[src/design/tas_pkg.sv]
// Package for the type A anticollision select block.
// Shared codes, widths and the CRC_A byte step; no dependencies.
package tas_pkg;

  localparam int unsigned FrameBytes = 9;

  typedef enum logic [1:0] {
    CMD_LOAD  = 2'd0,
    CMD_START = 2'd1,
    CMD_RXB   = 2'd2,
    CMD_END   = 2'd3
  } cmd_e;

  typedef enum logic [1:0] {
    KIND_FRAME = 2'd0,
    KIND_UID   = 2'd1,
    KIND_FIN   = 2'd2
  } kind_e;

  typedef enum logic [2:0] {
    ST_OK       = 3'd0,
    ST_INVALID  = 3'd1,
    ST_INTERNAL = 3'd2,
    ST_UNRES    = 3'd3,
    ST_FRAME    = 3'd4,
    ST_CRC      = 3'd5,
    ST_TIMEOUT  = 3'd6
  } status_e;

  typedef enum logic [1:0] {
    RX_OK   = 2'd0,
    RX_COLL = 2'd1,
    RX_TMO  = 2'd2,
    RX_ERR  = 2'd3
  } rxst_e;

  localparam logic [7:0] CascadeTag = 8'h88;
  localparam logic [7:0] NvbSelect  = 8'h70;
  localparam logic [7:0] SakCascade = 8'h04;
  localparam logic [15:0] CrcPreset = 16'h6363;
  localparam logic [6:0] MaxKnown   = 7'd80;

  // one CRC_A byte update
  function automatic logic [15:0] crc_step(logic [15:0] crc, logic [7:0] b);
    logic [7:0] ch;
    ch = b ^ crc[7:0];
    ch = ch ^ {ch[3:0], 4'b0};
    return {8'h00, crc[15:8]} ^ {ch, 8'h00} ^ {5'b0, ch, 3'b0} ^ {12'h000, ch[7:4]};
  endfunction

endpackage

[src/design/tas_crc.sv]
// Shared CRC_A unit: one byte per cycle while en_i is high, restarted by the sequencer.
// Depends on tas_pkg.
module tas_crc (
  input  logic       clk_i,
  input  logic       rst_ni,
  input  logic       clr_i,
  input  logic       en_i,
  input  logic [7:0] byte_i,
  output logic [15:0] crc_o
);
  import tas_pkg::*;
  logic [15:0] crc_q, crc_d;

  always_comb begin
    crc_d = crc_q;
    if (clr_i) crc_d = CrcPreset;
    else if (en_i) crc_d = crc_step(crc_q, byte_i);
  end

  always_ff @(posedge clk_i or negedge rst_ni) begin
    if (!rst_ni) crc_q <= CrcPreset;
    else crc_q <= crc_d;
  end

  assign crc_o = crc_q;
endmodule

[src/design/type_a_anticollision_select.sv]
// Top level of the type A anticollision select block: sequencer, frame
// buffer, uid store. Depends on tas_pkg and tas_crc.
//
//  channel | direction | words
//  in      | to block  | command, uid, known bits, response bytes, status
//  out     | from block| frame bytes, found uid bytes, finish status
//
// A load or response byte is taken with no output. A start or response end
// that does not finish at once runs the sequencer: S_LEVEL builds a level,
// S_CRC finishes a frame (anticollision, or SELECT with CRC over 7 bytes),
// S_SCRC and S_SAK check the SAK CRC, and S_SEND or S_UID emits the output
// words (at most 10), each only after the one before it is taken.
// Reset: idle, cascade level 1. in_ready_o is low while the sequencer runs or
// a word waits on out; an out stall holds the sequencer.
module type_a_anticollision_select #(
  parameter int unsigned UID_BYTES = 10
) (
  input  logic       clk_i,
  input  logic       rst_ni,
  input  logic       in_valid_i,
  output logic       in_ready_o,
  input  logic [1:0] command_i,
  input  logic [3:0] uid_index_i,
  input  logic [7:0] uid_value_i,
  input  logic [6:0] known_bits_i,
  input  logic [3:0] size_hint_i,
  input  logic [7:0] rx_byte_i,
  input  logic [1:0] rx_status_i,
  input  logic       coll_pos_valid_i,
  input  logic [4:0] coll_pos_i,
  input  logic [2:0] rx_last_bits_i,
  output logic       out_valid_o,
  input  logic       out_ready_i,
  output logic [1:0] kind_o,
  output logic [7:0] data_byte_o,
  output logic [2:0] tx_last_bits_o,
  output logic       last_o,
  output logic [2:0] status_o,
  output logic [7:0] sak_o,
  output logic [3:0] uid_size_o
);
  import tas_pkg::*;

  typedef enum logic [6:0] {
    S_IDLE  = 7'b0000001,
    S_LEVEL = 7'b0000010,
    S_CRC   = 7'b0000100,
    S_SEND  = 7'b0001000,
    S_SCRC  = 7'b0010000,
    S_SAK   = 7'b0100000,
    S_UID   = 7'b1000000
  } state_e;

  state_e state_q, state_d;
  logic [7:0] uid_q [UID_BYTES];
  logic [7:0] fb_q [FrameBytes];
  logic [1:0] lvl_q;
  logic [5:0] lkb_q;
  logic [6:0] skb_q;
  logic [3:0] sizeb_q;
  logic [3:0] rxc_q;
  logic       busy_q;      // awaiting response
  logic [3:0] cnt_q;       // byte counter for crc / send / uid
  logic [3:0] used_q;
  logic [2:0] txl_q;
  logic       ov_q;
  logic [1:0] okind_q;
  logic [7:0] odata_q, osak_q;
  logic [2:0] otxl_q, ost_q;
  logic       olast_q;
  logic [3:0] osize_q;

  logic [15:0] crc;
  logic crc_clr, crc_en;
  logic [7:0] crc_byte;

  tas_crc u_crc (
    .clk_i, .rst_ni, .clr_i(crc_clr), .en_i(crc_en), .byte_i(crc_byte), .crc_o(crc)
  );

  function automatic logic [7:0] uid_rd(logic [7:0] a [UID_BYTES], logic [3:0] i);
    logic [7:0] r;
    r = 8'h00;
    for (int j = 0; j < UID_BYTES; j++) if (i == 4'(j)) r = a[j];
    return r;
  endfunction

  wire acc = in_valid_i && in_ready_o;
  wire oacc = out_valid_o && out_ready_i;
  assign in_ready_o = (state_q == S_IDLE) && !ov_q;

  // response geometry
  logic [3:0] rstart, rcap;
  always_comb begin
    rstart = (lkb_q >= 6'd32) ? 4'd6 : 4'(4'd2 + 4'(lkb_q[5:3]));
    rcap   = (lkb_q >= 6'd32) ? 4'd3 : 4'(4'(FrameBytes) - rstart);
  end

  wire [3:0] base = 4'(4'd3 * 4'(lvl_q - 2'd1));
  wire [3:0] usize = 4'(4'd3 * 4'(lvl_q) + 4'd1);

  assign crc_clr  = (state_q == S_IDLE) || (state_q == S_LEVEL);
  assign crc_en   = (state_q == S_CRC) || (state_q == S_SCRC);
  assign crc_byte = (state_q == S_SCRC) ? fb_q[6] : fb_q[cnt_q[3:0] < 4'd9 ? cnt_q : 4'd0];

  always_ff @(posedge clk_i or negedge rst_ni) begin
    if (!rst_ni) begin
      state_q <= S_IDLE; lvl_q <= 2'd1; lkb_q <= '0; skb_q <= '0; sizeb_q <= '0;
      rxc_q <= '0; busy_q <= 1'b0; cnt_q <= '0; used_q <= '0; txl_q <= '0; ov_q <= 1'b0;
    end else begin
      if (oacc) ov_q <= 1'b0;
      unique case (state_q)
        S_IDLE: if (acc) begin
          unique case (cmd_e'(command_i))
            CMD_LOAD: for (int j = 0; j < UID_BYTES; j++)
              if (uid_index_i == 4'(j)) uid_q[j] <= uid_value_i;
            CMD_START: begin
              if (known_bits_i > MaxKnown) begin
                busy_q <= 1'b0;
                ov_q <= 1'b1; okind_q <= KIND_FIN; odata_q <= '0; otxl_q <= '0;
                olast_q <= 1'b1; ost_q <= ST_INVALID; osak_q <= '0; osize_q <= '0;
              end else begin
                skb_q <= known_bits_i; sizeb_q <= size_hint_i; lvl_q <= 2'd1;
                for (int j = 0; j < FrameBytes; j++) fb_q[j] <= 8'h00;
                state_q <= S_LEVEL;
              end
            end
            CMD_RXB: if (busy_q) begin
              if (rxc_q < rcap && (rstart + rxc_q) < 4'd9) begin
                for (int j = 0; j < FrameBytes; j++)
                  if (rstart + rxc_q == 4'(j)) begin
                    if (rxc_q == 0 && lkb_q < 6'd32 && lkb_q[2:0] != 0)
                      fb_q[j] <= (fb_q[j] & ~(8'hFF << lkb_q[2:0]))
                               | (rx_byte_i & (8'hFF << lkb_q[2:0]));
                    else fb_q[j] <= rx_byte_i;
                  end
              end
              if (rxc_q < 4'd15) rxc_q <= rxc_q + 4'd1;
            end
            CMD_END: if (busy_q) begin
              logic fin;
              logic [2:0] st;
              logic [5:0] pos;
              fin = 1'b0; st = ST_OK;
              pos = (coll_pos_i == 0) ? 6'd32 : {1'b0, coll_pos_i};
              if (rx_status_i == RX_TMO) begin fin = 1; st = ST_TIMEOUT; end
              else if (rx_status_i == RX_ERR || rxc_q > rcap) begin fin = 1; st = ST_FRAME; end
              else if (rx_status_i == RX_COLL) begin
                if (!coll_pos_valid_i) begin fin = 1; st = ST_UNRES; end
                else if (pos <= lkb_q) begin fin = 1; st = ST_INTERNAL; end
                else begin
                  lkb_q <= pos;
                  for (int j = 2; j < FrameBytes; j++)
                    if (4'd2 + 4'((pos - 6'd1) >> 3) == 4'(j))
                      fb_q[j][3'(pos - 6'd1)] <= 1'b1;
                  state_q <= S_CRC; cnt_q <= '0;
                end
              end else if (lkb_q < 6'd32) begin
                lkb_q <= 6'd32; state_q <= S_CRC; cnt_q <= '0;
              end else begin
                for (int c = 0; c < 4; c++) begin
                  if (fb_q[2] == CascadeTag) begin
                    if (c < 3)
                      for (int j = 0; j < UID_BYTES; j++)
                        if (base + 4'(c) == 4'(j)) uid_q[j] <= fb_q[3 + c];
                  end else
                    for (int j = 0; j < UID_BYTES; j++)
                      if (base + 4'(c) == 4'(j)) uid_q[j] <= fb_q[2 + c];
                end
                if (rxc_q != 4'd3 || rx_last_bits_i != 0) begin fin = 1; st = ST_FRAME; end
                else state_q <= S_SCRC;
              end
              if (fin) begin
                busy_q <= 1'b0;
                ov_q <= 1'b1; okind_q <= KIND_FIN; odata_q <= '0; otxl_q <= '0;
                olast_q <= 1'b1; ost_q <= st; osak_q <= '0; osize_q <= '0;
              end
            end
            default: ;
          endcase
        end
        S_LEVEL: begin
          logic ct;
          logic [6:0] k;
          logic [3:0] idx, nb, mb;
          ct = skb_q != 0 && ((lvl_q == 2'd1 && sizeb_q > 4'd4) ||
                              (lvl_q == 2'd2 && sizeb_q > 4'd7));
          k = (skb_q > 7'(8 * base)) ? 7'(skb_q - 7'(8 * base)) : 7'd0;
          nb = 4'((k + 7'd7) >> 3);
          mb = ct ? 4'd3 : 4'd4;
          if (nb > mb) nb = mb;
          idx = ct ? 4'd3 : 4'd2;
          fb_q[0] <= (lvl_q == 2'd1) ? 8'h93 : ((lvl_q == 2'd2) ? 8'h95 : 8'h97);
          if (ct) fb_q[2] <= CascadeTag;
          for (int c = 0; c < 4; c++)
            if (4'(c) < nb)
              for (int j = 2; j < 6; j++)
                if (idx + 4'(c) == 4'(j)) fb_q[j] <= uid_rd(uid_q, base + 4'(c));
          if (ct) k = k + 7'd8;
          if (k > 7'd32) k = 7'd32;
          lkb_q <= k[5:0];
          state_q <= S_CRC; cnt_q <= '0;
        end
        S_CRC: begin
          if (lkb_q < 6'd32) begin
            fb_q[1] <= {4'(4'd2 + 4'(lkb_q[5:3])), 1'b0, lkb_q[2:0]};
            txl_q <= lkb_q[2:0];
            used_q <= 4'(4'd2 + 4'(lkb_q[5:3])) + ((lkb_q[2:0] != 0) ? 4'd1 : 4'd0);
            state_q <= S_SEND; cnt_q <= '0;
          end else if (cnt_q == 4'd0) begin
            fb_q[1] <= NvbSelect;
            fb_q[6] <= fb_q[2] ^ fb_q[3] ^ fb_q[4] ^ fb_q[5];
            cnt_q <= 4'd1;
          end else if (cnt_q < 4'd7) cnt_q <= cnt_q + 4'd1;
          else begin
            fb_q[7] <= crc[7:0]; fb_q[8] <= crc[15:8];
            txl_q <= '0; used_q <= 4'd9; state_q <= S_SEND; cnt_q <= '0;
          end
        end
        S_SEND: if (!ov_q) begin
          ov_q <= 1'b1; okind_q <= KIND_FRAME; odata_q <= fb_q[cnt_q]; otxl_q <= txl_q;
          olast_q <= (cnt_q + 4'd1 == used_q); ost_q <= ST_OK; osak_q <= '0; osize_q <= '0;
          cnt_q <= cnt_q + 4'd1;
          if (cnt_q + 4'd1 == used_q) begin
            state_q <= S_IDLE; busy_q <= 1'b1; rxc_q <= '0;
          end
        end
        S_SCRC: state_q <= S_SAK;
        S_SAK: begin
          if (fb_q[7] != crc[7:0] || fb_q[8] != crc[15:8] ||
              (fb_q[6] & SakCascade) != 0 && lvl_q == 2'd3) begin
            busy_q <= 1'b0; state_q <= S_IDLE;
            ov_q <= 1'b1; okind_q <= KIND_FIN; odata_q <= '0; otxl_q <= '0; olast_q <= 1'b1;
            ost_q <= (fb_q[7] != crc[7:0] || fb_q[8] != crc[15:8]) ? ST_CRC : ST_INTERNAL;
            osak_q <= '0; osize_q <= '0;
          end else if ((fb_q[6] & SakCascade) != 0) begin
            lvl_q <= lvl_q + 2'd1; state_q <= S_LEVEL;
          end else begin
            sizeb_q <= usize; busy_q <= 1'b0; state_q <= S_UID; cnt_q <= '0;
          end
        end
        S_UID: if (!ov_q) begin
          ov_q <= 1'b1; okind_q <= KIND_UID; odata_q <= uid_rd(uid_q, cnt_q); otxl_q <= '0;
          olast_q <= (cnt_q + 4'd1 == usize); ost_q <= ST_OK; osak_q <= fb_q[6];
          osize_q <= usize; cnt_q <= cnt_q + 4'd1;
          if (cnt_q + 4'd1 == usize) state_q <= S_IDLE;
        end
        default: state_q <= S_IDLE;
      endcase
    end
  end

  assign out_valid_o = ov_q;
  assign kind_o = okind_q;
  assign data_byte_o = odata_q;
  assign tx_last_bits_o = otxl_q;
  assign last_o = olast_q;
  assign status_o = ost_q;
  assign sak_o = osak_q;
  assign uid_size_o = osize_q;
endmodule

[config.mk]
export PLATFORM = sky130hd
export DESIGN_NAME = type_a_anticollision_select
export DESIGN_NICKNAME = d
export VERILOG_FILES = /design/src/design/tas_pkg.sv /design/src/design/tas_crc.sv /design/src/design/type_a_anticollision_select.sv
export SDC_FILE = /design/constraint.sdc
export NUM_CORES = 1
export LEC_CHECK = 0
export BUFFER_PORTS_ARGS = -buffer_cell sky130_fd_sc_hd__buf_2
export CORE_MARGIN = 3
export CORE_UTILIZATION = 64
export DETAILED_ROUTE_END_ITERATION = 7
export PLACE_DENSITY_LB_ADDON = 0.12
export SYNTH_ARGS = -nofsm -noshare
export SYNTH_HDL_FRONTEND = slang
export SYNTH_SLANG_ARGS = --single-unit
[constraint.sdc]
create_clock -name clk_i -period 8 [get_ports clk_i]
set_input_delay 0.8 -clock clk_i [delete_from_list [all_inputs] [get_ports clk_i]]
set_output_delay 0.8 -clock clk_i [all_outputs]
set_load 0.05 [all_outputs]
==> results.py, run 1 <==
metrics = {
    "setup_path": {
        "slowest_delay_ns": 0.86,
        "crit_buf_inv": 3,
        "cp-end-kind": "flip-flop",
        "cp_top_family": "compound AO/OA/AOI/OAI gates",
        "critPathArrivalTime_ns": 7.10,
        "r2r-start": "lvl_q[0]$_DFFE_PN1P_",
        "crit_path_cell_trace": "inv_1, ha_1, xnor2_1, inv_1, fa_1, nor2b_1, o21a_1, o21ai_0, nor2_1, ha_1, xor3_1, nor2_1, o22ai_1, inv_1, ha_1, o21a_1, o21ai_0, and2_1, and2_1, a31oi_1, a311oi_1, o21ai_0",
        "worst_r2r_path_depth": 22,
        "reg2reg_setup_slack_ns": 1.20,
        "rr_endpoint": "fb_q[3][2]$_DFFE_PP_",
        "cp.depth": 22,
        "crit_fanout": 21,
        "start_kind": "flip-flop",
        "critPathRequiredTime_ns": 8.30,
        "critical_path_class": "flip-flop to flip-flop",
        "slowest_stage": "ha_1",
    },
    "timing": {
        "tightestPinTransition_ns": 1.389,
        "slew_viol_final": 0,
        "max_clock_freq_mhz": 147.0,
        "rsz0062_at_grt": "false",
        "hold_viol": 0,
        "final.period_utilization_pct": 85.02,
        "fin_crit_ns": 6.802,
        "layout_setup_ws_ns": 1.198,
        "setup_violations": 0,
        "slew_headroom_pct": 7.316,
        "final.setup_skew_ns": 0.01289,
        "tns_ns": 0,
    },
    "run_status": {
        "status": "finished with violations",
        "violations": "design-rule violations",
    },
    "detailed_routing": {
        "viasPerCell": 7.642,
        "ant_nets": 0,
        "vias": 23010,
        "drt-pass1-iter-count": 8,
        "wl_per_cell_um": 28.77,
        "drc": 1,
        "drt_iter0_drc": 4197,
        "totalWireLength_mm": 86.61,
    },
    "floorplanning": {
        "coreArea_um2": 31960,
        "dieArea_um2": 35000,
        "fp.dieW_um": 187.1,
        "start_util_pct": 65.65,
        "die_h_um": 187.1,
        "io-pin-count": 79,
        "num_rows": 65,
    },
    "power_and_ir_drop": {
        "pwr-share-seq_pct": 25.2,
        "switching_share_pct": 48.52,
        "pwr-share-clk_pct": 18.6,
        "ir_worst_vdd_uv": 227.9,
        "total_power_mw": 7.700,
        "p_leak_nw": 8.547,
        "p_per_area_nw_per_um2": 341.8,
        "p_int_mw": 3.964,
        "switchingPower_mw": 3.736,
        "combinationalPowerShare_pct": 56.2,
    },
    "synth": {
        "avgSynthCellArea_um2": 8.068,
        "synth_top_flop_cell": "edfxtp_1",
        "yosysWarnings": 0,
        "synth_top_area_share_pct": 21.32,
        "syn_inst": 2601,
        "ys_ff_latch": 240,
        "synth_edf_count": 149,
        "syn_nets": 2697,
        "synth_area_um2": 20980,
        "async_flop_share_pct": 24.58,
        "synth_cell_types": 90,
        "synth.area.top_cells": "edfxtp_1 21%, o21ai_0 7.8%, nand2_1 6.4%, dfrtp_1 5.8%, mux2i_1 4.9%",
        "yosysTopAreaCell": "edfxtp_1",
        "yosysSeqAreaShare_pct": 31.47,
    },
    "global_route": {
        "grt_pass1_wl_mm": 130.3,
        "grt_max_degree": 89,
        "antenna_found_initial": 0,
        "gr-total-overflow": 0,
        "grt_usage_pct": 47.52,
        "grt_pass1_vias": 21559,
    },
    "clock_tree": {
        "post_cts_resized": 0,
        "cts-root-buf": "clkbuf_16",
        "cts_htree_levels": 1,
        "numCtsBuffers": 29,
        "clockBufferDepth": 3,
        "clk_latency_ns": 0.60,
        "path_clk_slew_ns": 0.07,
        "cts_tree": "done",
        "ctsHoldBuffers": 0,
        "postCtsSetupBuffers": 0,
        "numClockSinks": 240,
    },
    "placed_design": {
        "gp_congestion": 1.070,
        "post-place-ws_ns": 1.322,
        "place_area_um2": 21520,
        "numPortBuffers": 78,
        "dp_hpwl_mm": 62.21,
    },
    "finish": {
        "fin_nets": 2649,
        "drive_above_1_share_pct": 10.64,
        "fin_util_pct": 70.49,
        "area_growth_pct": 7.364,
        "n_antenna_cell": 0,
        "fin_area_um2": 22530,
        "n_fill_cell": 2581,
    },
    "job": {
        "cap_violations": 0,
    },
    "min_path": {
        "hp-class": "primary input to asynchronous set/reset pin",
    },
}
placed cells by master (no fill, tap or decap), drive strengths merged, types with 49 or more instances in the layout:
| master | instances |
|---|---|
| a31oi | 54 |
| o21ai | 341 |
| a21oi | 179 |
| nor2 | 241 |
| a22oi | 54 |
| mux2i | 103 |
| dfrtp | 49 |
| o211ai | 99 |
| edfxtp | 149 |
| buf | 128 |
| nand2 | 356 |
synth_stat cells, types with 18 or more instances:
cell and instances:
nand2_1 356, o21ai_0 326, nor2_1 239, a21oi_1 179, clkbuf_1 169, edfxtp_1 149
mux2i_1 103, o211ai_1 97, a22oi_1 54, a31oi_1 54, dfrtp_1 49, ha_1 46
xnor2_1 46, inv_1 43, nand3_1 43, a221oi_1 38, xor2_1 35, dfxtp_1 32
and2_1 31, mux4_2 31, nor3_1 31, o22ai_1 31, nand2b_1 27, mux2_2 25
nor2b_1 22, buf_1 19, a211oi_1 18, buf_2 18
stage by stage:
stage	hold slack, ns	instances
after CTS	0.4484	3011
after global routing	0.4731	3011
after global placement	0.4837	2957
after floorplan	0.4646	2601
final	0.4256	3011
after detailed placement	0.4909	2957
cells by family (layout without fill, tap and decap cells):
kind of cell    count (synthesis)  in the layout  synth area share [%]
xor+xnor                       84             84                 3.715
fa+ha+maj                      48             48                 2.934
compound gates                969            969                 29.22
buf+inv                       254            229                 4.687
simple gates                  844            844                 18.28
mux                           160            160                 9.654
other cells                     2              2               0.03579
flops                         240            240                 31.47
registers in the layout, summed over array words and instances (netlist names), 6 cells and up:
| register | flops |
|---|---|
| uid_q | 80 |
| state_q | 7 |
| skb_q | 7 |
| u_crc.crc_o | 16 |
| fb_q | 72 |
| sak_o | 8 |
| data_byte_o | 8 |
| lkb_q | 6 |
routing by layer:
metal	part of all wire (%)	GRT usage (%)	vias to the layer above
met3	15	12.69	553
met2	42	71.18	2248
met1	34	60.23	10529
met5	0	0	-
li1	-	-	9680
met4	8.6	32.25	0
cell type report:
type                    instances  area (µm²)  area share [%]
clock inverters                16       220.2          0.9775
repair buffers                128       765.7           3.399
clock buffers                  38       789.5           3.504
multi-input cells            2107       13430           59.61
flip-flops and latches        240        6604           29.31
well taps                     435       544.3           2.416
inverters                      47       176.4          0.7831
how the worst max path moves through the flow:
stage                    startpoint              endpoint
6_report       lvl_q[0]$_DFFE_PN1P_  fb_q[3][2]$_DFFE_PP_
5_1_grt        lvl_q[0]$_DFFE_PN1P_  fb_q[3][6]$_DFFE_PP_
4_1_cts        lvl_q[0]$_DFFE_PN1P_  fb_q[3][2]$_DFFE_PP_
3_5_place_dp   lvl_q[0]$_DFFE_PN1P_  fb_q[3][2]$_DFFE_PP_
3_3_place_gp   lvl_q[0]$_DFFE_PN1P_  fb_q[3][4]$_DFFE_PP_
2_1_floorplan  lvl_q[0]$_DFFE_PN1P_    fb_q[4][1]$_DFF_P_
power by group through the flow:
stage	clock (mW)	combinational [mW]	sequential (mW)
4_1_cts	1.43	4.16	1.91
2_1_floorplan	0	2.97	1.88
6_report	1.43	4.33	1.94
3_5_place_dp	0	4.13	1.93
5_1_grt	1.48	4.62	1.95
3_3_place_gp	0	4.05	1.92
Note: power is estimated with default switching activity, not from simulation.
==> run 2, diff against run 1 <==
--- a/config.mk
+++ b/config.mk
@@ -6,6 +6,7 @@
 export NUM_CORES = 1
 export LEC_CHECK = 0
 export BUFFER_PORTS_ARGS = -buffer_cell sky130_fd_sc_hd__buf_2
+export CORE_ASPECT_RATIO = 1.1
 export CORE_MARGIN = 3
 export CORE_UTILIZATION = 64
 export DETAILED_ROUTE_END_ITERATION = 7
==> run 2 against run 1 <==
Compared with the run above:
- the run still ends with design-rule violations left
- wire length grew 2.1%
- core utilization down 0.13 points
- die area about the same
- clock power decreased by 9.8%
- sequential share of layout area is 0.18 points higher
- largest cell class unchanged
- highest routed layer unchanged
==> results.py, run 2 (synthesized netlist as in run 1, its figures left out) <==
metrics = {
    "run_status": {
        "status": "finished with violations",
        "violations": "design-rule violations",
    },
    "setup_path": {
        "critPathArrivalTime_ns": 7.20,
        "crit_fanout": 21,
        "cp.depth": 22,
        "worst_r2r_path_depth": 22,
        "endpoint": "fb_q[3][2]$_DFFE_PP_",
        "critical_path_class": "flip-flop to flip-flop",
        "critPathLaunch": "lvl_q[0]$_DFFE_PN1P_",
        "critPathRequiredTime_ns": 8.27,
        "slowest_delay_ns": 0.88,
        "crit_buf_inv": 3,
        "reg2reg_setup_slack_ns": 1.08,
        "cp-end-kind": "flip-flop",
        "slowest_stage": "ha_1",
        "cp_top_family": "compound AO/OA/AOI/OAI gates",
        "rr_endpoint": "fb_q[3][2]$_DFFE_PP_",
        "crit_path_cell_trace": "inv_1, ha_1, xnor2_1, inv_1, fa_1, nor2b_1, o21a_1, o21ai_0, nor2_1, ha_1, xor3_1, nor2_1, o22ai_1, inv_1, ha_1, o21a_1, o21ai_0, and2_1, and2_1, a31oi_1, a311oi_1, o21ai_0",
        "start_kind": "flip-flop",
        "r2r-start": "lvl_q[0]$_DFFE_PN1P_",
    },
    "detailed_routing": {
        "vias": 23019,
        "wl_per_cell_um": 29.48,
        "drt-pass1-iter-count": 8,
        "drt_iter0_drc": 4412,
        "ant_nets": 0,
        "drc": 2,
        "totalWireLength_mm": 88.42,
        "viasPerCell": 7.676,
    },
    "floorplanning": {
        "num_rows": 68,
        "fp.dieW_um": 178.6,
        "start_util_pct": 65.94,
        "dieArea_um2": 35000,
        "io-pin-count": 79,
        "die_h_um": 195.9,
        "coreArea_um2": 31820,
    },
    "finish": {
        "top_register": "uid_q",
        "fin_util_pct": 70.36,
        "drive_above_1_share_pct": 10.36,
        "area_growth_pct": 6.696,
        "n_fill_cell": 2595,
        "fin_nets": 2652,
        "multi_input_area_um2": 13420,
        "final_common_cell": "nand2_1",
        "largest_reg_flops": 80,
        "regArea_um2": 6604,
        "final_cell_mix": "356 x nand2_1, 326 x o21ai_0, 239 x nor2_1",
    },
    "clock_tree": {
        "clockBufferDepth": 3,
        "path_clk_slew_ns": 0.06,
        "clk_latency_ns": 0.58,
        "cts_htree_levels": 1,
        "ctsHoldBuffers": 0,
        "numClockSinks": 240,
        "postCtsSetupBuffers": 0,
        "cts_tree": "done",
        "post_cts_resized": 0,
        "numCtsBuffers": 29,
        "cts-root-buf": "clkbuf_16",
    },
    "timing": {
        "setup_violations": 0,
        "final.period_utilization_pct": 86.52,
        "rsz0062_at_grt": "false",
        "hold_viol": 0,
        "slew_viol_final": 0,
        "final.setup_skew_ns": 0.01285,
        "fin_crit_ns": 6.921,
        "max_clock_freq_mhz": 144.5,
        "slew_headroom_pct": 14.64,
        "tns_ns": 0,
        "tightestPinTransition_ns": 1.276,
    },
    "global_route": {
        "grt_pass1_wl_mm": 132.9,
        "antenna_found_initial": 1,
        "gr-total-overflow": 0,
        "grt_pass1_vias": 21880,
        "grt_usage_pct": 49.42,
        "grt_max_degree": 79,
    },
    "power_and_ir_drop": {
        "p_leak_nw": 8.489,
        "ir_worst_vdd_uv": 304.5,
        "p_per_area_nw_per_um2": 340.6,
    },
    "min_path": {
        "hp-class": "primary input to asynchronous set/reset pin",
    },
    "job": {
        "cap_violations": 0,
    },
    "placed_design": {
        "numPortBuffers": 78,
        "dp_hpwl_mm": 62.28,
        "gp_congestion": 1.043,
    },
}
-- run 2: cell count changes in the layout (fill, tap and decap cells not counted), moves of 2 or more --
| cell | delta |
|---|---|
| clkbuf_1 | +5 |
| clkinv_4 | -2 |
| clkinv_1 | +2 |
| diode_2 | +2 |
| bufinv_16 | -3 |
| buf_4 | +3 |
| clkinv_2 | +2 |
| clkbuf_8 | -3 |
-- run 2: through the flow --
stage	total power [mW]	setup slack [ns]	area, µm²	instances	hold slack (ns)
after floorplan	4.856	2.266	20980	2601	0.4646
after CTS	7.375	1.298	22380	2997	0.4702
final	7.625	1.079	22390	2999	0.4495
after global placement	5.970	1.758	21510	2945	0.4800
after detailed placement	6.096	1.332	21510	2945	0.4900
after global routing	7.957	0.6375	22390	2998	0.4934
-- run 2: worst min-delay path by stage --
stage	from	end	slack, ns	cells after the start
2_1_floorplan	txl_q[0]$_DFFE_PN0P_	txl_q[0]$_DFFE_PN0P_	0.46	1
3_3_place_gp	txl_q[0]$_DFFE_PN0P_	txl_q[0]$_DFFE_PN0P_	0.48	1
4_1_cts	rst_ni	state_q[3]$_DFFE_PN0P_	0.47	2
3_5_place_dp	txl_q[0]$_DFFE_PN0P_	txl_q[0]$_DFFE_PN0P_	0.49	1
5_1_grt	known_bits_i[4]	skb_q[4]$_DFFE_PN0P_	0.49	3
6_report	rst_ni	state_q[6]$_DFFE_PN0P_	0.45	2
-- run 2: report_power, final --
part | total (mW) | internal (mW) | switching (mW)
clock | 1.29 | 0.728 | 0.562
combinational | 4.40 | 1.53 | 2.87
sequential | 1.94 | 1.59 | 0.353
total | 7.62 | 3.84 | 3.78
-- run 2: routing by layer --
layer  GRT usage, %  vias up  share of wire, %
li1               -     9678                 -
met1          61.54    10465                33
met2          73.59     2270                43
met3          11.98      606                15
met4          37.67        0               9.7
met5              0        -                 0
-- run 2: layout make-up --
| class | instances | area share [%] |
|---|---|---|
| tap | 420 | 2.347 |
| clock inverter | 12 | 0.4806 |
| sequential | 240 | 29.50 |
| antenna | 2 | 0.02235 |
| inverter | 47 | 0.7880 |
| clock buffer | 40 | 3.426 |
| multi-input combinational | 2107 | 59.92 |
| timing repair buffer | 131 | 3.521 |
